==> src/sv/brf_pkg.sv <==
package brf_pkg;

  localparam int CountW = 7;
  localparam int ByteW  = 8;
  localparam int TotalW = 48;

  localparam logic [CountW-1:0] CapReset = 7'd64;
  localparam logic [CountW-1:0] MaxRes   = 7'd64;

  typedef enum logic [2:0] {
    CMD_WRITE = 3'd0,
    CMD_READ  = 3'd1,
    CMD_PEEK  = 3'd2,
    CMD_POP   = 3'd3,
    CMD_END   = 3'd4
  } cmd_t;

  typedef enum logic {
    ST_IDLE,
    ST_STREAM
  } state_t;

  // status carried with every result through the output pipeline
  typedef struct packed {
    logic              byte_valid;
    logic              last;
    logic              accepted;
    logic [CountW-1:0] occupancy;
    logic [CountW-1:0] free_space;
    logic [TotalW-1:0] total_written;
    logic [TotalW-1:0] total_read;
    logic              input_closed;
    logic              end_of_stream;
  } res_t;

endpackage

==> src/sv/brf_ram.sv <==
module brf_ram #(
  parameter int DEPTH = 64,
  parameter int AW    = 6
) (
  input  logic                        clk,
  input  logic                        we,
  input  logic [AW-1:0]               waddr,
  input  logic [brf_pkg::ByteW-1:0]   wdata,
  input  logic                        re,
  input  logic [AW-1:0]               raddr,
  output logic [brf_pkg::ByteW-1:0]   rdata
);

  logic [brf_pkg::ByteW-1:0] mem [DEPTH];

  always_ff @(posedge clk) begin
    if (we) begin
      mem[waddr] <= wdata;
    end
  end

  // read data holds while re is low
  always_ff @(posedge clk) begin
    if (re) begin
      rdata <= mem[raddr];
    end
  end

endmodule

==> src/sv/brf_ctrl.sv <==
module brf_ctrl #(
  parameter int DEPTH = 64,
  parameter int AW    = 6
) (
  input  logic                         clk,
  input  logic                         rst,
  input  logic                         in_valid,
  output logic                         in_stall,
  input  logic [2:0]                   command,
  input  logic [brf_pkg::ByteW-1:0]    data_byte,
  input  logic [brf_pkg::CountW-1:0]   length,
  input  logic                         cfg_we,
  input  logic [brf_pkg::CountW-1:0]   cfg_wdata,
  input  logic                         slot_free,
  output logic                         ram_we,
  output logic [AW-1:0]                ram_waddr,
  output logic [brf_pkg::ByteW-1:0]    ram_wdata,
  output logic                         ram_re,
  output logic [AW-1:0]                ram_raddr,
  output logic                         issue,
  output brf_pkg::res_t                issue_res
);

  localparam int CW     = brf_pkg::CountW;
  localparam int TW     = brf_pkg::TotalW;
  localparam int SW     = ((AW > CW) ? AW : CW) + 1;
  localparam int CapMax = (DEPTH < 127) ? DEPTH : 127;

  brf_pkg::state_t state, state_next;

  logic [CW-1:0] cap_reg;
  logic [AW-1:0] head, head_next;
  logic [CW-1:0] held, held_next;
  logic [TW-1:0] wr_total, wr_total_next;
  logic [TW-1:0] rd_total, rd_total_next;
  logic          closed, closed_next;
  logic [AW-1:0] rptr;
  logic [CW-1:0] remaining;

  logic [CW-1:0] cap_eff;
  logic          accept;
  logic          room;
  logic          is_rdpk;
  logic [CW-1:0] n_held;
  logic [CW-1:0] n_rd;

  // (base + off) mod cap, valid while base + off < 2 * cap
  function automatic logic [AW-1:0] wrap_add(input logic [AW-1:0] base,
                                             input logic [CW-1:0] off,
                                             input logic [CW-1:0] cap);
    logic [SW-1:0] sum;
    sum = SW'(base) + SW'(off);
    if (sum >= SW'(cap)) begin
      sum = sum - SW'(cap);
    end
    return sum[AW-1:0];
  endfunction

  always_comb begin
    cap_eff = cap_reg;
    if (cap_reg == '0) begin
      cap_eff = 7'd1;
    end else if (cap_reg > CW'(CapMax)) begin
      cap_eff = CW'(CapMax);
    end
  end

  assign in_stall = (state == brf_pkg::ST_STREAM) || !slot_free;
  assign accept   = in_valid && !in_stall;
  assign room     = held < cap_eff;
  assign is_rdpk  = (command == brf_pkg::CMD_READ) || (command == brf_pkg::CMD_PEEK);
  assign n_held   = (length < held) ? length : held;
  assign n_rd     = (n_held > brf_pkg::MaxRes) ? brf_pkg::MaxRes : n_held;

  // architectural state after the transaction
  always_comb begin
    head_next     = head;
    held_next     = held;
    wr_total_next = wr_total;
    rd_total_next = rd_total;
    closed_next   = closed;
    if (accept) begin
      case (command)
        brf_pkg::CMD_WRITE: begin
          if (room) begin
            held_next     = held + 7'd1;
            wr_total_next = wr_total + 48'd1;
          end
        end
        brf_pkg::CMD_READ: begin
          head_next     = wrap_add(head, n_rd, cap_eff);
          held_next     = held - n_rd;
          rd_total_next = rd_total + TW'(n_rd);
        end
        brf_pkg::CMD_POP: begin
          head_next     = wrap_add(head, n_held, cap_eff);
          held_next     = held - n_held;
          rd_total_next = rd_total + TW'(n_held);
        end
        brf_pkg::CMD_END: begin
          closed_next = 1'b1;
        end
        default: begin
        end
      endcase
    end
  end

  always_comb begin
    state_next = state;
    case (state)
      brf_pkg::ST_IDLE: begin
        if (accept && is_rdpk && (n_rd > 7'd1)) begin
          state_next = brf_pkg::ST_STREAM;
        end
      end
      brf_pkg::ST_STREAM: begin
        if (slot_free && (remaining == 7'd1)) begin
          state_next = brf_pkg::ST_IDLE;
        end
      end
      default: begin
        state_next = brf_pkg::ST_IDLE;
      end
    endcase
  end

  always_comb begin
    ram_we     = 1'b0;
    ram_waddr  = wrap_add(head, held, cap_eff);
    ram_wdata  = data_byte;
    ram_re     = 1'b0;
    ram_raddr  = head;
    issue      = 1'b0;
    issue_res.byte_valid    = 1'b0;
    issue_res.last          = 1'b1;
    issue_res.accepted      = 1'b0;
    issue_res.occupancy     = held_next;
    issue_res.free_space    = cap_eff - held_next;
    issue_res.total_written = wr_total_next;
    issue_res.total_read    = rd_total_next;
    issue_res.input_closed  = closed_next;
    issue_res.end_of_stream = closed_next && (held_next == '0);
    case (state)
      brf_pkg::ST_IDLE: begin
        if (accept) begin
          issue = 1'b1;
          if (command == brf_pkg::CMD_WRITE) begin
            ram_we             = room;
            issue_res.accepted = room;
          end else if (is_rdpk && (n_rd != '0)) begin
            ram_re               = 1'b1;
            issue_res.byte_valid = 1'b1;
            issue_res.last       = (n_rd == 7'd1);
          end
        end
      end
      brf_pkg::ST_STREAM: begin
        ram_raddr = rptr;
        if (slot_free) begin
          ram_re               = 1'b1;
          issue                = 1'b1;
          issue_res.byte_valid = 1'b1;
          issue_res.last       = (remaining == 7'd1);
        end
      end
      default: begin
      end
    endcase
  end

  always_ff @(posedge clk) begin
    if (rst) begin
      state     <= brf_pkg::ST_IDLE;
      cap_reg   <= brf_pkg::CapReset;
      head      <= '0;
      held      <= '0;
      wr_total  <= '0;
      rd_total  <= '0;
      closed    <= 1'b0;
      remaining <= '0;
    end else begin
      state    <= state_next;
      wr_total <= wr_total_next;
      rd_total <= rd_total_next;
      closed   <= closed_next;
      if (cfg_we) begin
        // new capacity drops the held contents
        cap_reg <= cfg_wdata;
        head    <= '0;
        held    <= '0;
      end else begin
        head <= head_next;
        held <= held_next;
      end
      if (state == brf_pkg::ST_IDLE) begin
        if (accept && is_rdpk) begin
          remaining <= n_rd - 7'd1;
        end
      end else if (slot_free) begin
        remaining <= remaining - 7'd1;
      end
    end
  end

  always_ff @(posedge clk) begin
    if (state == brf_pkg::ST_IDLE) begin
      rptr <= wrap_add(head, 7'd1, cap_eff);
    end else if (slot_free) begin
      rptr <= wrap_add(rptr, 7'd1, cap_eff);
    end
  end

endmodule

==> src/sv/brf_resq.sv <==
module brf_resq (
  input  logic                        clk,
  input  logic                        rst,
  input  logic                        issue,
  input  brf_pkg::res_t               issue_res,
  input  logic [brf_pkg::ByteW-1:0]   rdata,
  output logic                        slot_free,
  output logic                        out_valid,
  input  logic                        out_stall,
  output logic [brf_pkg::ByteW-1:0]   out_byte,
  output brf_pkg::res_t               out_res
);

  logic          pend_valid;
  brf_pkg::res_t pend_res;
  logic          move;

  // pend stage lines up with the RAM read latency; the byte sits in rdata
  assign move      = pend_valid && (!out_valid || !out_stall);
  assign slot_free = !pend_valid || move;

  always_ff @(posedge clk) begin
    if (rst) begin
      pend_valid <= 1'b0;
      out_valid  <= 1'b0;
    end else begin
      if (issue) begin
        pend_valid <= 1'b1;
      end else if (move) begin
        pend_valid <= 1'b0;
      end
      if (move) begin
        out_valid <= 1'b1;
      end else if (!out_stall) begin
        out_valid <= 1'b0;
      end
    end
  end

  always_ff @(posedge clk) begin
    if (issue) begin
      pend_res <= issue_res;
    end
    if (move) begin
      out_res  <= pend_res;
      out_byte <= pend_res.byte_valid ? rdata : '0;
    end
  end

endmodule

==> src/sv/byte_ring_fifo_stream.sv <==
// Channel   Direction  Handshake             Payload
// in        sink       in_valid / in_stall   command, data_byte, length
// out       source     out_valid / out_stall out_byte, byte_valid, last, accepted, occupancy,
//                                            free_space, total_written, total_read,
//                                            input_closed, end_of_stream
// cfg       sink       cfg_we                cfg_wdata (capacity)
//
// Write, pop, end input, single-byte read or peek: one transaction per cycle if not stalled.
// Read or peek of n bytes: one byte per cycle from the single RAM read port if not stalled.
// Results pass through the RAM read stage, then the output register.
// rst is synchronous; it clears head, counts, totals and the closed flag, not the RAM.
// Output stall backs up through the two result stages into in_stall.
module byte_ring_fifo_stream #(
  parameter int DEPTH = 64
) (
  input  logic                        clk,
  input  logic                        rst,
  input  logic                        in_valid,
  output logic                        in_stall,
  input  logic [2:0]                  command,
  input  logic [brf_pkg::ByteW-1:0]   data_byte,
  input  logic [brf_pkg::CountW-1:0]  length,
  input  logic                        cfg_we,
  input  logic [brf_pkg::CountW-1:0]  cfg_wdata,
  output logic                        out_valid,
  input  logic                        out_stall,
  output logic [brf_pkg::ByteW-1:0]   out_byte,
  output logic                        byte_valid,
  output logic                        last,
  output logic                        accepted,
  output logic [brf_pkg::CountW-1:0]  occupancy,
  output logic [brf_pkg::CountW-1:0]  free_space,
  output logic [brf_pkg::TotalW-1:0]  total_written,
  output logic [brf_pkg::TotalW-1:0]  total_read,
  output logic                        input_closed,
  output logic                        end_of_stream
);

  localparam int AW = (DEPTH > 1) ? $clog2(DEPTH) : 1;

  logic                      slot_free;
  logic                      ram_we;
  logic [AW-1:0]             ram_waddr;
  logic [brf_pkg::ByteW-1:0] ram_wdata;
  logic                      ram_re;
  logic [AW-1:0]             ram_raddr;
  logic [brf_pkg::ByteW-1:0] ram_rdata;
  logic                      issue;
  brf_pkg::res_t             issue_res;
  brf_pkg::res_t             out_res;

  brf_ctrl #(
    .DEPTH (DEPTH),
    .AW    (AW)
  ) u_ctrl (
    .clk       (clk),
    .rst       (rst),
    .in_valid  (in_valid),
    .in_stall  (in_stall),
    .command   (command),
    .data_byte (data_byte),
    .length    (length),
    .cfg_we    (cfg_we),
    .cfg_wdata (cfg_wdata),
    .slot_free (slot_free),
    .ram_we    (ram_we),
    .ram_waddr (ram_waddr),
    .ram_wdata (ram_wdata),
    .ram_re    (ram_re),
    .ram_raddr (ram_raddr),
    .issue     (issue),
    .issue_res (issue_res)
  );

  brf_ram #(
    .DEPTH (DEPTH),
    .AW    (AW)
  ) u_ram (
    .clk   (clk),
    .we    (ram_we),
    .waddr (ram_waddr),
    .wdata (ram_wdata),
    .re    (ram_re),
    .raddr (ram_raddr),
    .rdata (ram_rdata)
  );

  brf_resq u_resq (
    .clk       (clk),
    .rst       (rst),
    .issue     (issue),
    .issue_res (issue_res),
    .rdata     (ram_rdata),
    .slot_free (slot_free),
    .out_valid (out_valid),
    .out_stall (out_stall),
    .out_byte  (out_byte),
    .out_res   (out_res)
  );

  assign byte_valid    = out_res.byte_valid;
  assign last          = out_res.last;
  assign accepted      = out_res.accepted;
  assign occupancy     = out_res.occupancy;
  assign free_space    = out_res.free_space;
  assign total_written = out_res.total_written;
  assign total_read    = out_res.total_read;
  assign input_closed  = out_res.input_closed;
  assign end_of_stream = out_res.end_of_stream;

endmodule

==> config.mk <==
export PLATFORM = sky130hd
export DESIGN_NAME = byte_ring_fifo_stream
export DESIGN_NICKNAME = d
export VERILOG_FILES = /design/src/sv/brf_pkg.sv /design/src/sv/brf_ram.sv /design/src/sv/brf_ctrl.sv /design/src/sv/brf_resq.sv /design/src/sv/byte_ring_fifo_stream.sv
export SDC_FILE = /design/constraint.sdc
export NUM_CORES = 1
export LEC_CHECK = 0
export BUFFER_PORTS_ARGS = -buffer_cell sky130_fd_sc_hd__buf_2
export CORE_ASPECT_RATIO = 0.5
export CORE_MARGIN = 5
export CORE_UTILIZATION = 30
export CTS_CLUSTER_DIAMETER = 200
export CTS_CLUSTER_SIZE = 40
export DETAILED_ROUTE_END_ITERATION = 10
export PLACE_DENSITY_LB_ADDON = 0.15
export SLEW_MARGIN = 20
export SYNTH_ARGS = -nofsm -noshare
export SYNTH_HDL_FRONTEND = slang
export SYNTH_SLANG_ARGS = --single-unit
==> constraint.sdc <==
create_clock -name clk -period 10.45 [get_ports clk]
set_input_delay 1.5675 -clock clk [delete_from_list [all_inputs] [get_ports clk]]
set_output_delay 1.5675 -clock clk [all_outputs]
set_load 0.02 [all_outputs]
==> qor.yml, run 1 <==
status: "complete, no violations"
synth_top_area_share_pct: 60.8
ys_seq_elements: 891
fin_crit_sh_pct: 62.2
synth_ff_type: "edfxtp_1"
drv_cap: 0
switchingPower_mw: 1.47
wl_met1_microns: 43800
required_ps: 10870
regArea_sq_um: 25500
routed_wl_microns: 92900
rsz0062_at_grt: "false"
n_fill_cell: 12200
p_clk_share_pct: 24.8
pwr-share-comb_pct: 10.2
top_regs: "u_ram.mem (512), u_resq.out_res (115), u_resq.pend_res (115)"
drc: 0
yosysWarnings: 0
maxSlewHeadroom_pct: 23.8
drt_pre_antenna_iters: 6
top_layer: "met5"
hp-class: "register to register"
wl_met3_microns: 2430
synth.distinct_cells: 78
cp-end-kind: "register"
drv_slew: 0
grt_use_total_pct: 13.6
rrSetupSlack_ps: 3950
grt-ovfl-total: 0
cts.sinks: 891
largest_reg_flops: 512
finalSetupViolCount: 0
async_reset_ff_share_pct: 0
clk_pin_slew_ps: 170
vias_per_cell: 4.73
antenna_left: 0
dieHeight_microns: 261
cts_buffers: 26
ys_top_cells_by_area: "edfxtp_1, mux4_2, dfxtp_1, ha_1, and2_1"
grt_pass1_vias: 21200
clockBufferDepth: 3
p_int_mw: 4.64
avgSynthCellArea_sq_um: 15.4
synth_top_cell_by_area: "edfxtp_1"
max_freq_mhz: 154
final_nets: 2756
io_buffer_count: 154
synth_edf_count: 764
switching_share_pct: 24.1
htreeDepth: 1
period_needed_ps: 6500
finalSetupTns_ps: 0
critPathMaxFanout: 15
leakage_nw: 14.5
synth-seq-area-share_pct: 67.5
die_x_microns: 512
initial_core_util_pct: 30.1
dieArea_sq_um: 133000
fin_area_sq_um: 41800
clockRootBuffer: "clkbuf_16"
vias: 20400
detail_route.iter0.violations: 1238
cts_tree: "yes"
hold_buffers: 0
cp-start-kind: "register"
syn_inst: 2444
syn_to_final_growth_pct: 10.8
crit_type: "register to register"
placed_area_sq_um: 41100
synth_common_cells: "edfxtp_1, nand2_1, and2_1"
syn_area_sq_um: 37700
ctsResizeCount: 0
routedWlPerCell_microns: 21.5
io_pins: 155
grt_pass1_wl_microns: 139000
synth_most_common_cell: "edfxtp_1"
power_density_nw_per_um2: 146
top_register: "u_ram.mem"
hold_viol_final: 0
antenna_found_initial: 5
clkLatencyLatePin_ps: 670
p_total_mw: 6.12
routed-wl-met2_microns: 44900
coreArea_sq_um: 125000
post_cts_buffers: 0
dp_hpwl_microns: 60000
gp_congestion: 0.819
multiInputGateArea_sq_um: 11700
fp-row-count: 92
seq_power_share_pct: 65.1
worstPathArrival_ps: 6910
final.setup_skew_ps: 47.9
syn-num-nets: 2578
ir_worst_vdd_uv: 137
grt_max_degree: 101
tightest_slew_ps: 1140
drive_gt1_share_pct: 17.6
final_core_util_pct: 33.3
[path summary, 6_finish.rpt]
| kind | end | cells past startpoint | startpoint |
|---|---|---|---|
| max | u_resq.pend_res[104] | 21 | u_ctrl.held[2] |
| min reg2reg | u_resq.out_res[94] | 0 | u_resq.pend_res[94] |
| max reg2reg | u_resq.pend_res[104] | 21 | u_ctrl.held[2] |
| min | u_resq.out_res[94] | 0 | u_resq.pend_res[94] |
[final cells by class]
cell class | count | area share (%)
sequential | 891 | 60.9
multi-input combinational | 1372 | 28.0
tap | 1692 | 5.06
timing repair buffer | 242 | 3.45
clock buffer | 35 | 1.64
inverter | 89 | 0.799
clock inverter | 2 | 0.111
antenna | 2 | 0.0120
[metrics by stage]
step | hold WS (ps) | instances | worst slack [ps]
finish | 426 | 4325 | 3950
global placement | 401 | 4286 | 3410
detailed placement | 405 | 4286 | 3280
floorplan | 400 | 2444 | 2450
global route | 440 | 4324 | 3470
CTS | 422 | 4323 | 3890
[power by group through the flow]
stage	registers [mW]	logic (mW)	clock network [mW]
global route	3.99	0.682	1.70
global placement	4.07	0.628	0
floorplan	4.09	0.373	0
finish	3.98	0.621	1.52
CTS	3.99	0.633	1.60
detailed placement	4.06	0.630	0
[per-layer routing]
layer  vias to the layer above  global-route usage (%)
met1                     10500                    18.8
met2                       242                    23.4
met4                         4                    2.43
li1                       9624                       -
met3                        68                    1.51
met5                         -                       0
[cell usage in the layout (no fill, tap or decap), types with 73 or more instances in the layout]
master    synthesis  final
nor2_1          103    103
edfxtp_1        764    764
and2_1          144    144
xnor2_1          94     94
inv_1            87     86
nand2_1         149    149
a21oi_1          73     73
buf_4             7     87
mux4_2          128    128
ha_1             93     93
buf_2            18    154
dfxtp_1         127    127
[kinds of logic (layout without fill, tap and decap cells)]
logic type	after synthesis	in the layout	share of synthesized area [%]
mux	186	186	9.22
buf+inv	181	368	1.99
simple gates	647	647	8.95
xor+xnor	144	144	3.34
other cells	0	2	0
compound gates	291	291	5.32
flops	891	891	67.5
fa+ha+maj	104	104	3.67
[worst max-delay path, stage by stage (launching register included)]
cell and delay [ps]:
dfxtp_1 680, inv_1 290, ha_1 370, a21o_1 120
a31oi_1 40, o21ai_2 720, mux2i_1 610, a21oi_1 320
and2_1 280, nor2_1 240, inv_1 120, fa_1 520
a221oi_2 490, inv_1 160, fa_1 480, inv_1 80
a21o_1 110, a21oi_1 90, o21bai_1 150, a21oi_1 100
xnor2_1 140, xnor2_1 140
Note: power is estimated with default switching activity, not from simulation.
==> inputs of run 2 (changes only) <==
Clock period 10.45 ns to 5.62 ns, I/O delays scaled along.
==> qor.yml, run 2 (synthesis gave the netlist of run 1 again) <==
antenna_found_initial: 1  # -4
clkLatencyLatePin_ps: 670  # about the same
ctsResizeCount: 0  # unchanged
initial_core_util_pct: 30.1  # unchanged
dieHeight_microns: 261  # unchanged
hp-class: "input pin to register"
routed_wl_microns: 92800  # -0.11%
fin_crit_sh_pct: 92.4  # +30 points
tightest_slew_ps: 993  # -143 ps
p_clk_share_pct: 24.6  # -0.2 points
power_density_nw_per_um2: 269  # +84%
vias_per_cell: 4.73  # about the same
gp_congestion: 0.804  # -1.7%
slowest_delay_ps: 390  # -330 ps
wl_met3_microns: 3300  # +36%
pre_cts_ws_ps: 48.2  # -3240 ps
post_cts_buffers: 0  # unchanged
period_needed_ps: 5190  # -1300 ps
top_register: "u_ram.mem"
switching_share_pct: 23.9  # -0.16 points
grt_pass1_wl_microns: 139000  # +0.19%
vias: 20800  # +1.7%
grt-ovfl-total: 0  # unchanged
status: "complete, no violations"
routedWlPerCell_microns: 21.1  # -1.8%
fin_area_sq_um: 42500  # +1.5%
dp_hpwl_microns: 60700  # +1.3%
grt_use_total_pct: 13.5  # -0.027 points
clockBufferDepth: 3  # unchanged
crit_type: "register to register"
routed-wl-met2_microns: 44600  # -0.83%
clockRootBuffer: "clkbuf_16"
final_common_cell: "edfxtp_1"
p_int_mw: 8.68  # +87%
placed_area_sq_um: 41700  # +1.5%
die_x_microns: 512  # unchanged
critPathMaxFanout: 10  # -5
worst_path_max_delay_cell: "dfxtp_1"
grt_max_degree: 124  # +23%
cts_buffers: 26  # unchanged
finalSetupViolCount: 0  # unchanged
final.setup_skew_ps: 57.7  # +9.78 ps
antenna_left: 0  # unchanged
top_layer: "met4"
drt_pre_antenna_iters: 5  # -1
worstPathArrival_ps: 5780  # -1130 ps
finalSetupTns_ps: 0  # unchanged
crit_chain: "inv_1, ha_1, nand4_1, and3_1, o21ai_2, buf_4, mux2_2, inv_1, nor2_1, ha_1, a21oi_1, o21ai_0, or3_1, a211oi_1, ha_1, o21ai_0, a31oi_1, o21a_1, nor2_1, o21ai_2, mux2i_1, nor4_1, a311o_1"
detail_route.iter0.violations: 1475  # +19%
hold_buffers: 0  # unchanged
coreArea_sq_um: 125000  # unchanged
seq_power_share_pct: 64.9  # -0.2 points
grt_pass1_vias: 21300  # +0.60%
p_total_mw: 11.4  # +86%
switchingPower_mw: 2.73  # +85%
ir_worst_vdd_uv: 248  # +81%
htreeDepth: 1  # unchanged
leakage_nw: 14.9  # +2.9%
layout_common_cells: "edfxtp_1, buf_2, buf_4, nand2_1, and2_1"
dp.cells: 4359  # +1.7%
final_nets: 2830  # +2.7%
drv_cap: 0  # unchanged
max_freq_mhz: 193  # +25%
worst_slack_ps: 426  # -3530 ps
drive_gt1_share_pct: 19.5  # +1.9 points
cts.sinks: 891  # unchanged
io_buffer_count: 154  # unchanged
final_core_util_pct: 33.8  # +0.51 points
syn_to_final_growth_pct: 12.5
largest_reg_flops: 512  # unchanged
clk_pin_slew_ps: 170  # about the same
cp_common_cell: "ha_1"
rsz0062_at_grt: "false"
whs_ps: 384  # -41.6 ps
cts_tree: "yes"
cp-end-kind: "register"
fp-row-count: 92  # unchanged
io_pins: 155  # unchanged
pwr-share-comb_pct: 10.5  # +0.3 points
wl_met1_microns: 43000  # -1.7%
drv_slew: 0  # unchanged
required_ps: 6200  # -4670 ps
top_regs: "u_ram.mem (512), u_resq.out_res (115), u_resq.pend_res (115)"
post_layout_nonfiller_instances: 4399  # +1.7%
dieArea_sq_um: 133000  # unchanged
maxSlewHeadroom_pct: 33.4  # +9.6 points
cp-start-kind: "register"
drc: 0  # unchanged
hold_viol_final: 0  # unchanged
-- run 2: cell types whose count changed in the layout (fill, tap and decap cells not counted), sizes merged --
cell and delta:
buf +74
-- run 2: final timing paths --
| check | cells after the start | slack [ps] | start | to |
|---|---|---|---|---|
| worst min-delay path | 3 | 380 | cfg_wdata[6] | u_ctrl.cap_reg[6] |
| worst max register to register | 23 | 430 | u_ctrl.held[6] | u_ctrl.head[1] |
| worst max-delay path | 23 | 430 | u_ctrl.held[6] | u_ctrl.head[1] |
| worst min register to register | 0 | 420 | u_resq.pend_res[111] | u_resq.out_res[111] |
-- run 2: power groups by stage --
| stage | Clock (mW) | Combinational, mW | Sequential [mW] |
|---|---|---|---|
| after detailed placement | 0 | 1.21 | 7.55 |
| after global placement | 0 | 1.21 | 7.56 |
| final | 2.80 | 1.20 | 7.40 |
| after global routing | 3.16 | 1.32 | 7.42 |
| after CTS | 2.95 | 1.22 | 7.41 |
| after floorplan | 0 | 0.693 | 7.61 |
-- run 2: metal layers --
layer	global-route usage, %	vias to the layer above
met2	23.1	313
met4	2.58	0
met5	0	-
li1	-	9775
met3	1.90	67
met1	18.6	10600
-- run 2: layout make-up --
type	count	area (sq um)
clock buffer	35	684
inverter	89	334
fill	12200	83000
clock inverter	2	46.3
timing repair buffer	316	2130
sequential	891	25500
tap	1692	2120
multi-input combinational	1372	11700
antenna	2	5.00
-- run 2: worst max-delay path: cells and delay by family (launching register included) --
family | cells | cell delay [ps]
buffers and inverters | 3 | 550
adder cells (fa/ha/maj) | 3 | 1020
multiplexers | 2 | 560
AND/OR/NAND/NOR | 6 | 970
flip-flops | 1 | 390
AO/OA/AOI/OAI | 9 | 1600
